<file path="config.mk">
export PLATFORM = sky130hd
export DESIGN_NAME = pair_threshold_clusterer
export DESIGN_NICKNAME = d
export VERILOG_FILES = /design/src/hdl/ptc_pkg.sv /design/src/hdl/ptc_cell.sv /design/src/hdl/pair_threshold_clusterer.sv
export SDC_FILE = /design/constraint.sdc
export NUM_CORES = 2
export LEC_CHECK = 0
export ABC_AREA = 0
export BUFFER_PORTS_ARGS = -buffer_cell sky130_fd_sc_hd__clkbuf_2
export CAP_MARGIN = 10
export CORE_MARGIN = 10
export CORE_UTILIZATION = 35
export CTS_BUF_LIST = sky130_fd_sc_hd__clkbuf_16
export DETAILED_ROUTE_END_ITERATION = 8
export PLACE_DENSITY = 0.57
export SLEW_MARGIN = 15
export SYNTH_ARGS = -nofsm -noshare
export SYNTH_HDL_FRONTEND = slang
export SYNTH_SLANG_ARGS = --single-unit
</file>
<file path="constraint.sdc">
create_clock -name clk -period 7.91 [get_ports clk]
set_input_delay 0.791 -clock clk [delete_from_list [all_inputs] [get_ports clk]]
set_output_delay 0.791 -clock clk [all_outputs]
set_load 0.02 [all_outputs]
</file>
<file path="src/hdl/ptc_pkg.sv">
`default_nettype none

package ptc_pkg;

  localparam int ID_W        = 12;
  localparam int DIST_W      = 16;
  localparam int CFG_IDX_W   = 2;
  localparam int RESULT_LIMIT = 50;
  localparam int ROW_W       = 6;
  localparam logic [15:0] THRESHOLD_RESET = 16'd180;

  localparam logic [CFG_IDX_W-1:0] CFG_ADD_THR   = 2'd0;
  localparam logic [CFG_IDX_W-1:0] CFG_MERGE_THR = 2'd1;

  localparam logic [2:0] ACT_IGNORED  = 3'd0;
  localparam logic [2:0] ACT_SECOND   = 3'd1;
  localparam logic [2:0] ACT_FIRST    = 3'd2;
  localparam logic [2:0] ACT_MERGED   = 3'd3;
  localparam logic [2:0] ACT_OPENED   = 3'd4;
  localparam logic [2:0] ACT_OVERFLOW = 3'd5;

  typedef enum logic [2:0] {
    ST_IDLE,
    ST_SEARCH,
    ST_OPEN2,
    ST_MERGE,
    ST_REPORT,
    ST_READ
  } state_t;

  typedef struct packed {
    logic            ins_en;
    logic            clr;
    logic [ID_W-1:0] ins_id;
    logic            ins_flag;
  } cell_cmd_t;

  typedef struct packed {
    logic            first_a;
    logic            first_b;
    logic [ID_W-1:0] rd_id;
    logic            rd_flag;
  } cell_stat_t;

endpackage

`default_nettype wire

</file>
<file path="src/hdl/ptc_cell.sv">
`default_nettype none

module ptc_cell #(
  parameter int CAP = 8,
  localparam int CW = $clog2(CAP)
) (
  input  wire logic                     clk,
  input  wire logic                     rst_n,
  input  wire ptc_pkg::cell_cmd_t       cmd,
  input  wire logic [CW-1:0]            rd_idx,
  input  wire logic [ptc_pkg::ID_W-1:0] key_a,
  input  wire logic [ptc_pkg::ID_W-1:0] key_b,
  input  wire logic                     found_a_in,
  input  wire logic                     found_b_in,
  output logic                          found_a_out,
  output logic                          found_b_out,
  output logic [CW-1:0]                 count,
  output ptc_pkg::cell_stat_t           stat
);
  import ptc_pkg::*;

  logic [ID_W-1:0] ids_r   [CAP];
  logic            flags_r [CAP];
  logic [ID_W-1:0] ids_nxt [CAP];
  logic            flags_nxt [CAP];
  logic [CW-1:0]   cnt_r, cnt_nxt;
  logic [CAP-1:0]  keep;
  logic            hit_a, hit_b;

  always_comb begin
    hit_a = 1'b0;
    hit_b = 1'b0;
    for (int k = 0; k < CAP; k++) begin
      if (CW'(k) < cnt_r && ids_r[k] == key_a) hit_a = 1'b1;
      if (CW'(k) < cnt_r && ids_r[k] == key_b) hit_b = 1'b1;
      keep[k] = (CW'(k) < cnt_r) && (ids_r[k] <= cmd.ins_id);
    end
  end

  assign found_a_out   = found_a_in | hit_a;
  assign found_b_out   = found_b_in | hit_b;
  assign stat.first_a  = hit_a & ~found_a_in;
  assign stat.first_b  = hit_b & ~found_b_in;
  assign stat.rd_id    = ids_r[rd_idx];
  assign stat.rd_flag  = flags_r[rd_idx];
  assign count         = cnt_r;

  always_comb begin
    for (int k = 0; k < CAP; k++) begin
      ids_nxt[k]   = ids_r[k];
      flags_nxt[k] = flags_r[k];
      if (!keep[k]) begin
        if (k == 0 || keep[(k == 0) ? 0 : k-1]) begin
          ids_nxt[k]   = cmd.ins_id;
          flags_nxt[k] = cmd.ins_flag;
        end else begin
          ids_nxt[k]   = ids_r[(k == 0) ? 0 : k-1];
          flags_nxt[k] = flags_r[(k == 0) ? 0 : k-1];
        end
      end
    end
    cnt_nxt = cnt_r;
    if (cmd.clr) cnt_nxt = '0;
    else if (cmd.ins_en) cnt_nxt = cnt_r + 1'b1;
  end

  always_ff @(posedge clk) begin
    if (!rst_n) begin
      cnt_r <= '0;
    end else begin
      cnt_r <= cnt_nxt;
    end
  end

  always_ff @(posedge clk) begin
    if (cmd.ins_en) begin
      ids_r   <= ids_nxt;
      flags_r <= flags_nxt;
    end
  end

endmodule

`default_nettype wire

</file>
<file path="src/hdl/pair_threshold_clusterer.sv">
// Single-linkage clusterer for a stream of candidate item pairs.
// Input channel (in_*): one beat per pair with both ids, their flags, the
// distance and last_pair. Configuration channel (cfg_*): index 0 writes the
// add threshold, index 1 the merge threshold; it is always ready. The user
// must write it only while the block is idle; the block does not enforce it.
// Output channel (out_*): one report beat per pair, and on the last pair
// one beat per stored member, at most 49, slot by slot in ascending id
// order, the last beat marked with end_of_run.
// Each cluster slot is a cell that compares its members against both ids
// in parallel and keeps them sorted as they are inserted. A pair is first
// searched and then reported; opening a cluster adds a state inserting the
// second id, and a merge moves the members of the higher slot to the lower
// slot one by one. Readout skips empty slots. Only one pair is in work at a time.
// A stalled receiver holds the block in its output states; the next pair is
// taken once the last beat of the current one is in the output register.
// Reset empties all slots and sets both thresholds to 180; after a last
// pair the slots, the live count and the overflow flag are cleared again.
`default_nettype none

module pair_threshold_clusterer #(
  parameter int CLUSTER_SLOTS    = 8,
  parameter int CLUSTER_CAPACITY = 8
) (
  input  wire logic                          clk,
  input  wire logic                          rst_n,
  input  wire logic                          cfg_valid,
  output logic                               cfg_ready,
  input  wire logic [ptc_pkg::CFG_IDX_W-1:0] cfg_index,
  input  wire logic [15:0]                   cfg_data,
  input  wire logic                          in_valid,
  output logic                               in_ready,
  input  wire logic [11:0]                   in_head_item,
  input  wire logic [11:0]                   in_second_item,
  input  wire logic [15:0]                   in_pair_distance,
  input  wire logic                          in_first_flag,
  input  wire logic                          in_second_flag,
  input  wire logic                          in_last_pair,
  output logic                               out_valid,
  input  wire logic                          out_ready,
  output logic                               out_result_type,
  output logic [2:0]                         out_action,
  output logic [2:0]                         out_cluster_slot,
  output logic [11:0]                        out_member_item,
  output logic                               out_member_flag,
  output logic [2:0]                         out_live_clusters,
  output logic                               out_overflow,
  output logic                               out_end_of_run
);
  import ptc_pkg::*;

  localparam int SW = $clog2(CLUSTER_SLOTS);
  localparam int CW = $clog2(CLUSTER_CAPACITY);

  state_t state_r, state_nxt;
  logic [15:0] add_thr_r, merge_thr_r;
  logic [ID_W-1:0] a_r, b_r;
  logic [DIST_W-1:0] d_r;
  logic fa_r, fb_r, last_r;
  logic [2:0] act_r, act_nxt;
  logic [SW-1:0] slot_r, slot_nxt, lo_r, lo_nxt, sel_r, sel_nxt;
  logic [SW-1:0] used_r, used_nxt, live_r, live_nxt;
  logic [CW-1:0] k_r, k_nxt;
  logic ovf_r, ovf_nxt;
  logic [ROW_W-1:0] rows_r, rows_nxt;

  logic ins_go, clr_all, clr_go;
  logic [SW-1:0] ins_tgt;
  logic [ID_W-1:0] ins_id;
  logic ins_flag;

  cell_cmd_t  cmd  [CLUSTER_SLOTS];
  cell_stat_t stat [CLUSTER_SLOTS];
  logic [CW-1:0] cnt [CLUSTER_SLOTS];
  logic [CLUSTER_SLOTS:0] chain_a, chain_b;

  logic out_valid_r, out_load, out_free;
  logic out_type_nxt, out_flag_nxt, out_end_nxt;
  logic [2:0] out_act_nxt;
  logic [SW-1:0] out_slot_nxt;
  logic [ID_W-1:0] out_item_nxt;
  logic out_type_r, out_flag_r, out_end_r, out_ovf_r;
  logic [2:0] out_act_r;
  logic [SW-1:0] out_slot_r, out_live_r;
  logic [ID_W-1:0] out_item_r;

  assign chain_a[0] = 1'b0;
  assign chain_b[0] = 1'b0;

  for (genvar i = 0; i < CLUSTER_SLOTS; i++) begin : g_cell
    always_comb begin
      cmd[i].ins_en   = ins_go && (ins_tgt == SW'(i));
      cmd[i].clr      = clr_all || (clr_go && sel_r == SW'(i));
      cmd[i].ins_id   = ins_id;
      cmd[i].ins_flag = ins_flag;
    end
    ptc_cell #(.CAP(CLUSTER_CAPACITY)) u_cell (
      .clk        (clk),
      .rst_n      (rst_n),
      .cmd        (cmd[i]),
      .rd_idx     (k_r),
      .key_a      (a_r),
      .key_b      (b_r),
      .found_a_in (chain_a[i]),
      .found_b_in (chain_b[i]),
      .found_a_out(chain_a[i+1]),
      .found_b_out(chain_b[i+1]),
      .count      (cnt[i]),
      .stat       (stat[i])
    );
  end

  logic [SW-1:0] si, sj, s_lo, s_hi;
  logic fnd_a, fnd_b, any_nz, any_above, fit_add, fit_merge;
  logic [CW:0] merge_sum;

  always_comb begin
    si = '0;
    sj = '0;
    any_nz = 1'b0;
    any_above = 1'b0;
    for (int i = 0; i < CLUSTER_SLOTS; i++) begin
      if (stat[i].first_a) si = SW'(i);
      if (stat[i].first_b) sj = SW'(i);
      if (cnt[i] != '0) any_nz = 1'b1;
      if (cnt[i] != '0 && i > int'(sel_r)) any_above = 1'b1;
    end
    fnd_a     = chain_a[CLUSTER_SLOTS];
    fnd_b     = chain_b[CLUSTER_SLOTS];
    s_lo      = (si < sj) ? si : sj;
    s_hi      = (si < sj) ? sj : si;
    merge_sum = {1'b0, cnt[s_lo]} + {1'b0, cnt[s_hi]};
    fit_add   = d_r <= add_thr_r;
    fit_merge = d_r <= merge_thr_r;
  end

  assign out_free  = !out_valid_r || out_ready;
  assign in_ready  = (state_r == ST_IDLE);
  assign cfg_ready = 1'b1;

  always_comb begin
    state_nxt = state_r;
    act_nxt   = act_r;
    slot_nxt  = slot_r;
    lo_nxt    = lo_r;
    sel_nxt   = sel_r;
    used_nxt  = used_r;
    live_nxt  = live_r;
    k_nxt     = k_r;
    ovf_nxt   = ovf_r;
    rows_nxt  = rows_r;
    ins_go    = 1'b0;
    ins_tgt   = '0;
    ins_id    = a_r;
    ins_flag  = fa_r;
    clr_all   = 1'b0;
    clr_go    = 1'b0;
    out_load     = 1'b0;
    out_type_nxt = 1'b0;
    out_act_nxt  = act_r;
    out_slot_nxt = slot_r;
    out_item_nxt = '0;
    out_flag_nxt = 1'b0;
    out_end_nxt  = 1'b0;
    case (state_r)
      ST_IDLE: begin
        if (in_valid) state_nxt = ST_SEARCH;
      end
      ST_SEARCH: begin
        act_nxt   = ACT_IGNORED;
        slot_nxt  = '0;
        state_nxt = ST_REPORT;
        if (fnd_a && !fnd_b && fit_add) begin
          slot_nxt = si;
          if (cnt[si] >= CW'(CLUSTER_CAPACITY - 1)) begin
            act_nxt = ACT_OVERFLOW;
            ovf_nxt = 1'b1;
          end else begin
            ins_go   = 1'b1;
            ins_tgt  = si;
            ins_id   = b_r;
            ins_flag = fb_r;
            act_nxt  = ACT_SECOND;
          end
        end else if (fnd_b && !fnd_a && fit_add) begin
          slot_nxt = sj;
          if (cnt[sj] >= CW'(CLUSTER_CAPACITY - 1)) begin
            act_nxt = ACT_OVERFLOW;
            ovf_nxt = 1'b1;
          end else begin
            ins_go  = 1'b1;
            ins_tgt = sj;
            act_nxt = ACT_FIRST;
          end
        end else if (fnd_a && fnd_b && si != sj && fit_merge) begin
          slot_nxt = s_lo;
          if (merge_sum > (CW+1)'(CLUSTER_CAPACITY - 1)) begin
            act_nxt = ACT_OVERFLOW;
            ovf_nxt = 1'b1;
          end else begin
            act_nxt   = ACT_MERGED;
            lo_nxt    = s_lo;
            sel_nxt   = s_hi;
            k_nxt     = '0;
            state_nxt = ST_MERGE;
          end
        end else if (!fnd_a && !fnd_b && fit_add) begin
          if (used_r >= SW'(CLUSTER_SLOTS - 1)) begin
            act_nxt = ACT_OVERFLOW;
            ovf_nxt = 1'b1;
          end else begin
            slot_nxt  = used_r;
            ins_go    = 1'b1;
            ins_tgt   = used_r;
            used_nxt  = used_r + 1'b1;
            live_nxt  = live_r + 1'b1;
            act_nxt   = ACT_OPENED;
            state_nxt = ST_OPEN2;
          end
        end
      end
      ST_OPEN2: begin
        ins_go    = 1'b1;
        ins_tgt   = slot_r;
        ins_id    = b_r;
        ins_flag  = fb_r;
        state_nxt = ST_REPORT;
      end
      ST_MERGE: begin
        ins_go   = 1'b1;
        ins_tgt  = lo_r;
        ins_id   = stat[sel_r].rd_id;
        ins_flag = stat[sel_r].rd_flag;
        if (k_r == cnt[sel_r] - 1'b1) begin
          clr_go    = 1'b1;
          if (live_r != '0) live_nxt = live_r - 1'b1;
          state_nxt = ST_REPORT;
        end else begin
          k_nxt = k_r + 1'b1;
        end
      end
      ST_REPORT: begin
        if (out_free) begin
          out_load    = 1'b1;
          out_end_nxt = last_r && !any_nz;
          sel_nxt     = '0;
          k_nxt       = '0;
          rows_nxt    = '0;
          if (!last_r) begin
            state_nxt = ST_IDLE;
          end else if (any_nz) begin
            state_nxt = ST_READ;
          end else begin
            clr_all   = 1'b1;
            state_nxt = ST_IDLE;
          end
        end
      end
      ST_READ: begin
        if (k_r >= cnt[sel_r]) begin
          sel_nxt = sel_r + 1'b1;
          k_nxt   = '0;
        end else if (out_free) begin
          out_load     = 1'b1;
          out_type_nxt = 1'b1;
          out_act_nxt  = ACT_IGNORED;
          out_slot_nxt = sel_r;
          out_item_nxt = stat[sel_r].rd_id;
          out_flag_nxt = stat[sel_r].rd_flag;
          out_end_nxt  = !((k_r + 1'b1 < cnt[sel_r]) || any_above) ||
                         (rows_r == ROW_W'(RESULT_LIMIT - 2));
          rows_nxt     = rows_r + 1'b1;
          if (out_end_nxt) begin
            clr_all   = 1'b1;
            state_nxt = ST_IDLE;
          end else if (k_r + 1'b1 == cnt[sel_r]) begin
            sel_nxt = sel_r + 1'b1;
            k_nxt   = '0;
          end else begin
            k_nxt = k_r + 1'b1;
          end
        end
      end
      default: state_nxt = ST_IDLE;
    endcase
    if (clr_all) begin
      used_nxt = '0;
      live_nxt = '0;
      ovf_nxt  = 1'b0;
    end
  end

  always_ff @(posedge clk) begin
    if (!rst_n) begin
      state_r     <= ST_IDLE;
      add_thr_r   <= THRESHOLD_RESET;
      merge_thr_r <= THRESHOLD_RESET;
      used_r      <= '0;
      live_r      <= '0;
      ovf_r       <= 1'b0;
      out_valid_r <= 1'b0;
    end else begin
      state_r <= state_nxt;
      used_r  <= used_nxt;
      live_r  <= live_nxt;
      ovf_r   <= ovf_nxt;
      if (cfg_valid && cfg_index == CFG_ADD_THR) add_thr_r <= cfg_data;
      if (cfg_valid && cfg_index == CFG_MERGE_THR) merge_thr_r <= cfg_data;
      if (out_load) out_valid_r <= 1'b1;
      else if (out_ready) out_valid_r <= 1'b0;
    end
  end

  always_ff @(posedge clk) begin
    act_r  <= act_nxt;
    slot_r <= slot_nxt;
    lo_r   <= lo_nxt;
    sel_r  <= sel_nxt;
    k_r    <= k_nxt;
    rows_r <= rows_nxt;
    if (in_valid && in_ready) begin
      a_r    <= in_head_item;
      b_r    <= in_second_item;
      d_r    <= in_pair_distance;
      fa_r   <= in_first_flag;
      fb_r   <= in_second_flag;
      last_r <= in_last_pair;
    end
    if (out_load) begin
      out_type_r <= out_type_nxt;
      out_act_r  <= out_act_nxt;
      out_slot_r <= out_slot_nxt;
      out_item_r <= out_item_nxt;
      out_flag_r <= out_flag_nxt;
      out_live_r <= live_r;
      out_ovf_r  <= ovf_r;
      out_end_r  <= out_end_nxt;
    end
  end

  assign out_valid         = out_valid_r;
  assign out_result_type   = out_type_r;
  assign out_action        = out_act_r;
  assign out_cluster_slot  = 3'(out_slot_r);
  assign out_member_item   = out_item_r;
  assign out_member_flag   = out_flag_r;
  assign out_live_clusters = 3'(out_live_r);
  assign out_overflow      = out_ovf_r;
  assign out_end_of_run    = out_end_r;

endmodule

`default_nettype wire

</file>
==> qor_table.md <==
| Step | Quantity | Reported |
|:---|:---|:---|
| floorplan | Horizontal extent of the die | 507 microns |
| detailed routing | Remaining design rule violation count | 0 |
| critical path | Reg2reg start | a_r[9]$_DFFE_PP_ |
| finish | Share of cells above drive strength 1 | 24.2% |
| power and ir drop | Register share of total power | 22.1% |
| synthesis | Average footprint of a synthesized cell | 11.6 sq um |
| synthesis | Share of synthesized flip-flops with an asynchronous set or reset | 0% |
| synthesis | Post-synth EDFFs | 921 |
| critical path | Category of the worst setup path launch point | flip-flop |
| sta | Post-route fraction of the period consumed by the critical path | 98.6% |
| floorplan | Overall die area | 257000 sq um |
| synthesis | Post-synthesis cell area | 82900 sq um |
| synthesis | Sequential-to-total area share from yosys stat | 35.0% |
| floorplan | IO Count | 94 |
| critical path | Delay of the slowest cell on the worst path | 0.91 ns |
| clocking | CTS tree | built |
| synthesis | Yosys cell types | 113 |
| sta | Final setup TNS | 0 ns |
| placed design | Cell area after placement | 88700 sq um |
| synthesis | Syn_nets | 7925 |
| synthesis | Number of warnings issued by yosys | 0 |
| power and ir drop | Int Power | 15.6 mW |
| clocking | Deepest level of the CTS H-tree | 3 |
| power and ir drop | Comb power frac | 58.4% |
| placed design | Final HPWL DP | 255000 microns |
| sta | Period minus WS final | 7.80 ns |
| floorplan | Core outline area | 235000 sq um |
| critical path | Data required time of the critical path | 8.46 ns |
| critical path | Series of cell instances along the critical path | buf_12, xnor2_1, nand4_1, nor4_1, a211oi_1, buf_4, nand4_2, nor3_4, nand3_1, and2_1, mux2i_1, a21o_1, buf_4, a21oi_1, a2bb2oi_4, inv_4, buf_4, ha_1, nand4_1, nor3_1, a211oi_1, o21bai_1, buf_4, mux2_2 |
| sta | Final hold slack | 0.174 ns |
| clocking | Clock buffer count from CTS | 119 |
| synthesis | Total of flip-flops plus latches after synthesis | 988 |
| clocking | Hold buffers post-CTS | 0 |
| grt | Global-route wire length before repair | 510000 microns |
| grt | Overall global routing resource usage | 27.3% |
| power and ir drop | Leakage | 33.6 nW |
| power and ir drop | Overall power | 30.2 mW |
| critical path | Element type at the critical path end | flip-flop |
| clocking | Clk sink count | 988 |
| sta | Rel. slew slack | 14.5% |
| grt | Total congestion overflow after global routing | 0 |
| sta | Min setup slack post-route | 0.109 ns |
| detailed routing | Initial DRC Count | 8426 |
| power and ir drop | Proportion of power drawn by the clock network | 19.5% |
| critical path | Crit path max fanout | 18 |
| finish | Non-Filler Instances | 10.5k |
| floorplan | Number of placement rows | 178 |
| critical path | Critical path's slowest cell | nor4_1 |
| min path | Classification of the worst-slack hold path | in2reg |
| grt | Antenna violations before repair | 29 |
| finish | Final core area utilization | 39.4% |
| run | Max-capacitance violation count | 0 |
| min path | HP Start | in_head_item[4] |
| critical path | Arr. time, crit path | 8.35 ns |
| power and ir drop | Switching Share | 48.3% |
| detailed routing | 1st-pass router iterations | 5 |
| sta | Final setup fails | 0 |
| detailed routing | Post-detailed-route wirelength per cell | 34.8 microns |
| critical path | Dominant cell type by count on the critical path | buf_4 |
| sta | Max Slew Vio Count | 0 |
| placed design | Final weighted congestion in routability-driven placement | 0.995 |
| sta | Final setup skew | 0.0718 ns |
| sta | Max Clock Freq | 0.128 GHz |
| clocking | Count of buffers added by post-CTS timing repair for setup | 0 |
| detailed routing | Routed vias | 66.6k |
| finish | Final #Nets | 8087 |
| floorplan | Initial cell density of the core | 35.2% |
| clocking | Post-CTS sizing | 0 |
| floorplan | Floorplan die height | 507 microns |
| clocking | Clock latency on the worst-skew pair | 0.83 ns |
| power and ir drop | Net switching power of the design | 14.6 mW |
| placed design | Place WS | 0.448 ns |
| placed design | Placed cell count | 10.3k |
| grt | Via count of the first global-routing pass | 65.0k |
| finish | Synth-to-layout area growth | 12.0% |
| grt | Maximum number of pins on one net before global-route repair | 93 |
| synthesis | Number of instances in the synthesized netlist | 7115 |
| placed design | IO Port Bufs | 92 |
| sta | Unrepaired setup endpoints after global routing | no |
| critical path | Timing startpoint of the critical path | a_r[9]$_DFFE_PP_ |
| detailed routing | Total detailed-routing wirelength | 366000 microns |
| critical path | Setup Crit Path Kind | reg2reg |
| sta | Worst Tran Pin Value | 1.27 ns |
| power and ir drop | Power per cell area | 325 nW/um^2 |
| detailed routing | Via density per instance | 6.32 |
| finish | Post-route standard cell area excluding fillers | 92800 sq um |
| detailed routing | Remaining number of nets flagged by the antenna check after routing | 0 |
| clocking | Clk slew on worst S/H paths | 0.07 ns |
| run status | Status | completed |
| synthesis | Most instantiated flip-flop cell in the synthesis netlist | edfxtp_1 |
| clocking | CTS root buf | clkbuf_16 |
| power and ir drop | Max IR drop VDD | 0.000508 V |
| clocking | Clock tree buffer depth | 3 |
| sta | Count of final hold-check violations | 0 |
[flip-flops by register name, indices dropped and copies added (netlist names), 6 cells and up]
| register | cells |
|---|---|
| rows_r | 6 |
| merge_thr_r | 16 |
| g_cell.u_cell.ids_r | 768 |
| out_member_item | 12 |
| d_r | 16 |
| add_thr_r | 16 |
| a_r | 12 |
| b_r | 12 |
| g_cell.u_cell.flags_r | 64 |
| g_cell.u_cell.count | 24 |
[cell families (layout without fill, tap and decap cells)]
logic type / count (synthesis) / in the layout / synth area share (%)
buffers and inverters: 585 / 849 / 3.91
xor gates and xnor gates: 1357 / 1357 / 14.4
muxes: 1062 / 1062 / 18.0
adders and majority gates: 744 / 744 / 11.2
other: 1 / 5 / 0.00453
AOI/OAI and AO/OA: 856 / 856 / 6.79
and+or+nand+nor: 1522 / 1522 / 10.7
DFF: 988 / 988 / 35.0
[cell type report]
cell class / instances / area, sq um
inverter: 156 / 613
fill: 22500 / 143000
antenna: 4 / 10.0
sequential: 988 / 29000
multi-input combinational: 5542 / 50900
tap: 3150 / 3940
clock buffer: 121 / 3030
timing repair buffer: 470 / 4340
clock inverter: 102 / 1030
[worst max-delay path, delay by kind of cell (launching register included)]
family,cells,cell delay [ns]
mux,2,0.64
compound gates,6,1.51
fa+ha+maj,1,0.21
flops,1,0.67
xor+xnor,1,0.16
buf+inv,6,2.10
simple gates,8,2.18
[cells in the final DEF, fill, tap and decap left out, drive strengths merged, types with 131 or more instances in the layout]
| cell type | synthesis | routed |
|---|---|---|
| nor4 | 205 | 205 |
| mux4 | 272 | 272 |
| nand2 | 157 | 157 |
| inv | 156 | 177 |
| nor3 | 156 | 156 |
| a21oi | 251 | 251 |
| nand4 | 356 | 356 |
| ha | 743 | 743 |
| xnor2 | 619 | 619 |
| edfxtp | 921 | 921 |
| nor2b | 153 | 153 |
| mux2 | 737 | 737 |
| o21ai | 198 | 198 |
| xor2 | 738 | 738 |
| buf | 249 | 378 |
| nor2 | 131 | 131 |
| clkbuf | 180 | 213 |
[power groups by stage]
stage | clock network (mW) | registers [mW] | logic (mW)
finish | 5.88 | 6.68 | 17.6
global route | 6.11 | 6.68 | 18.5
CTS | 5.93 | 6.66 | 17.1
detailed placement | 0 | 6.77 | 17.0
global placement | 0 | 6.78 | 16.6
floorplan | 0 | 6.50 | 9.79
[routing by layer]
| layer | GRT usage (%) | vias up | wire [microns] |
|---|---|---|---|
| met2 | 41.2 | 4533 | 157000 |
| met3 | 6.62 | 1194 | 40900 |
| li1 | - | 27400 | - |
| met1 | 35.9 | 33400 | 144000 |
| met4 | 15.0 | 24 | 24000 |
| met5 | 0 | - | 159 |
[synthesized netlist by cell type, types with 23 or more instances]
cell type    n  share of area, %
a21boi_0    30              0.27
xnor2_1    619               6.5
nand2b_1   126              0.95
buf_4       73              0.66
dfxtp_1     67               1.6
nand4_1    355               2.7
clkbuf_1   180              0.82
a21oi_1    250               1.5
mux2i_1     53              0.64
nand3_1     82              0.50
o21ai_0    173               1.0
buf_2       62              0.37
and2_1      40              0.30
or3_1       33              0.25
mux2_2     736                10
ha_1       743                11
xor2_1     737               7.8
buf_6       77               1.0
a21o_1     130               1.2
inv_1      152              0.69
nor3_1     154              0.93
nor4_1     196               1.5
nor2b_1    153               1.2
buf_1       27              0.12
edfxtp_1   921                33
o21ai_1     23              0.14
mux4_2     272               7.4
a211oi_1    78              0.71
nand2_1    157              0.71
nor2_1     127              0.58
[path summary, 6_finish.rpt]
path / end / slack, ns / cells after the start
max: g_cell[1].u_cell.ids_r[33]$_DFFE_PP_ / 0.11 / 24
min: a_r[4]$_DFFE_PP_ / 0.17 / 1
max reg2reg: g_cell[1].u_cell.ids_r[33]$_DFFE_PP_ / 0.11 / 24
min reg2reg: merge_thr_r[12]$_SDFFE_PN0P_ / 0.46 / 2
Power figures use the tool's default switching activity.
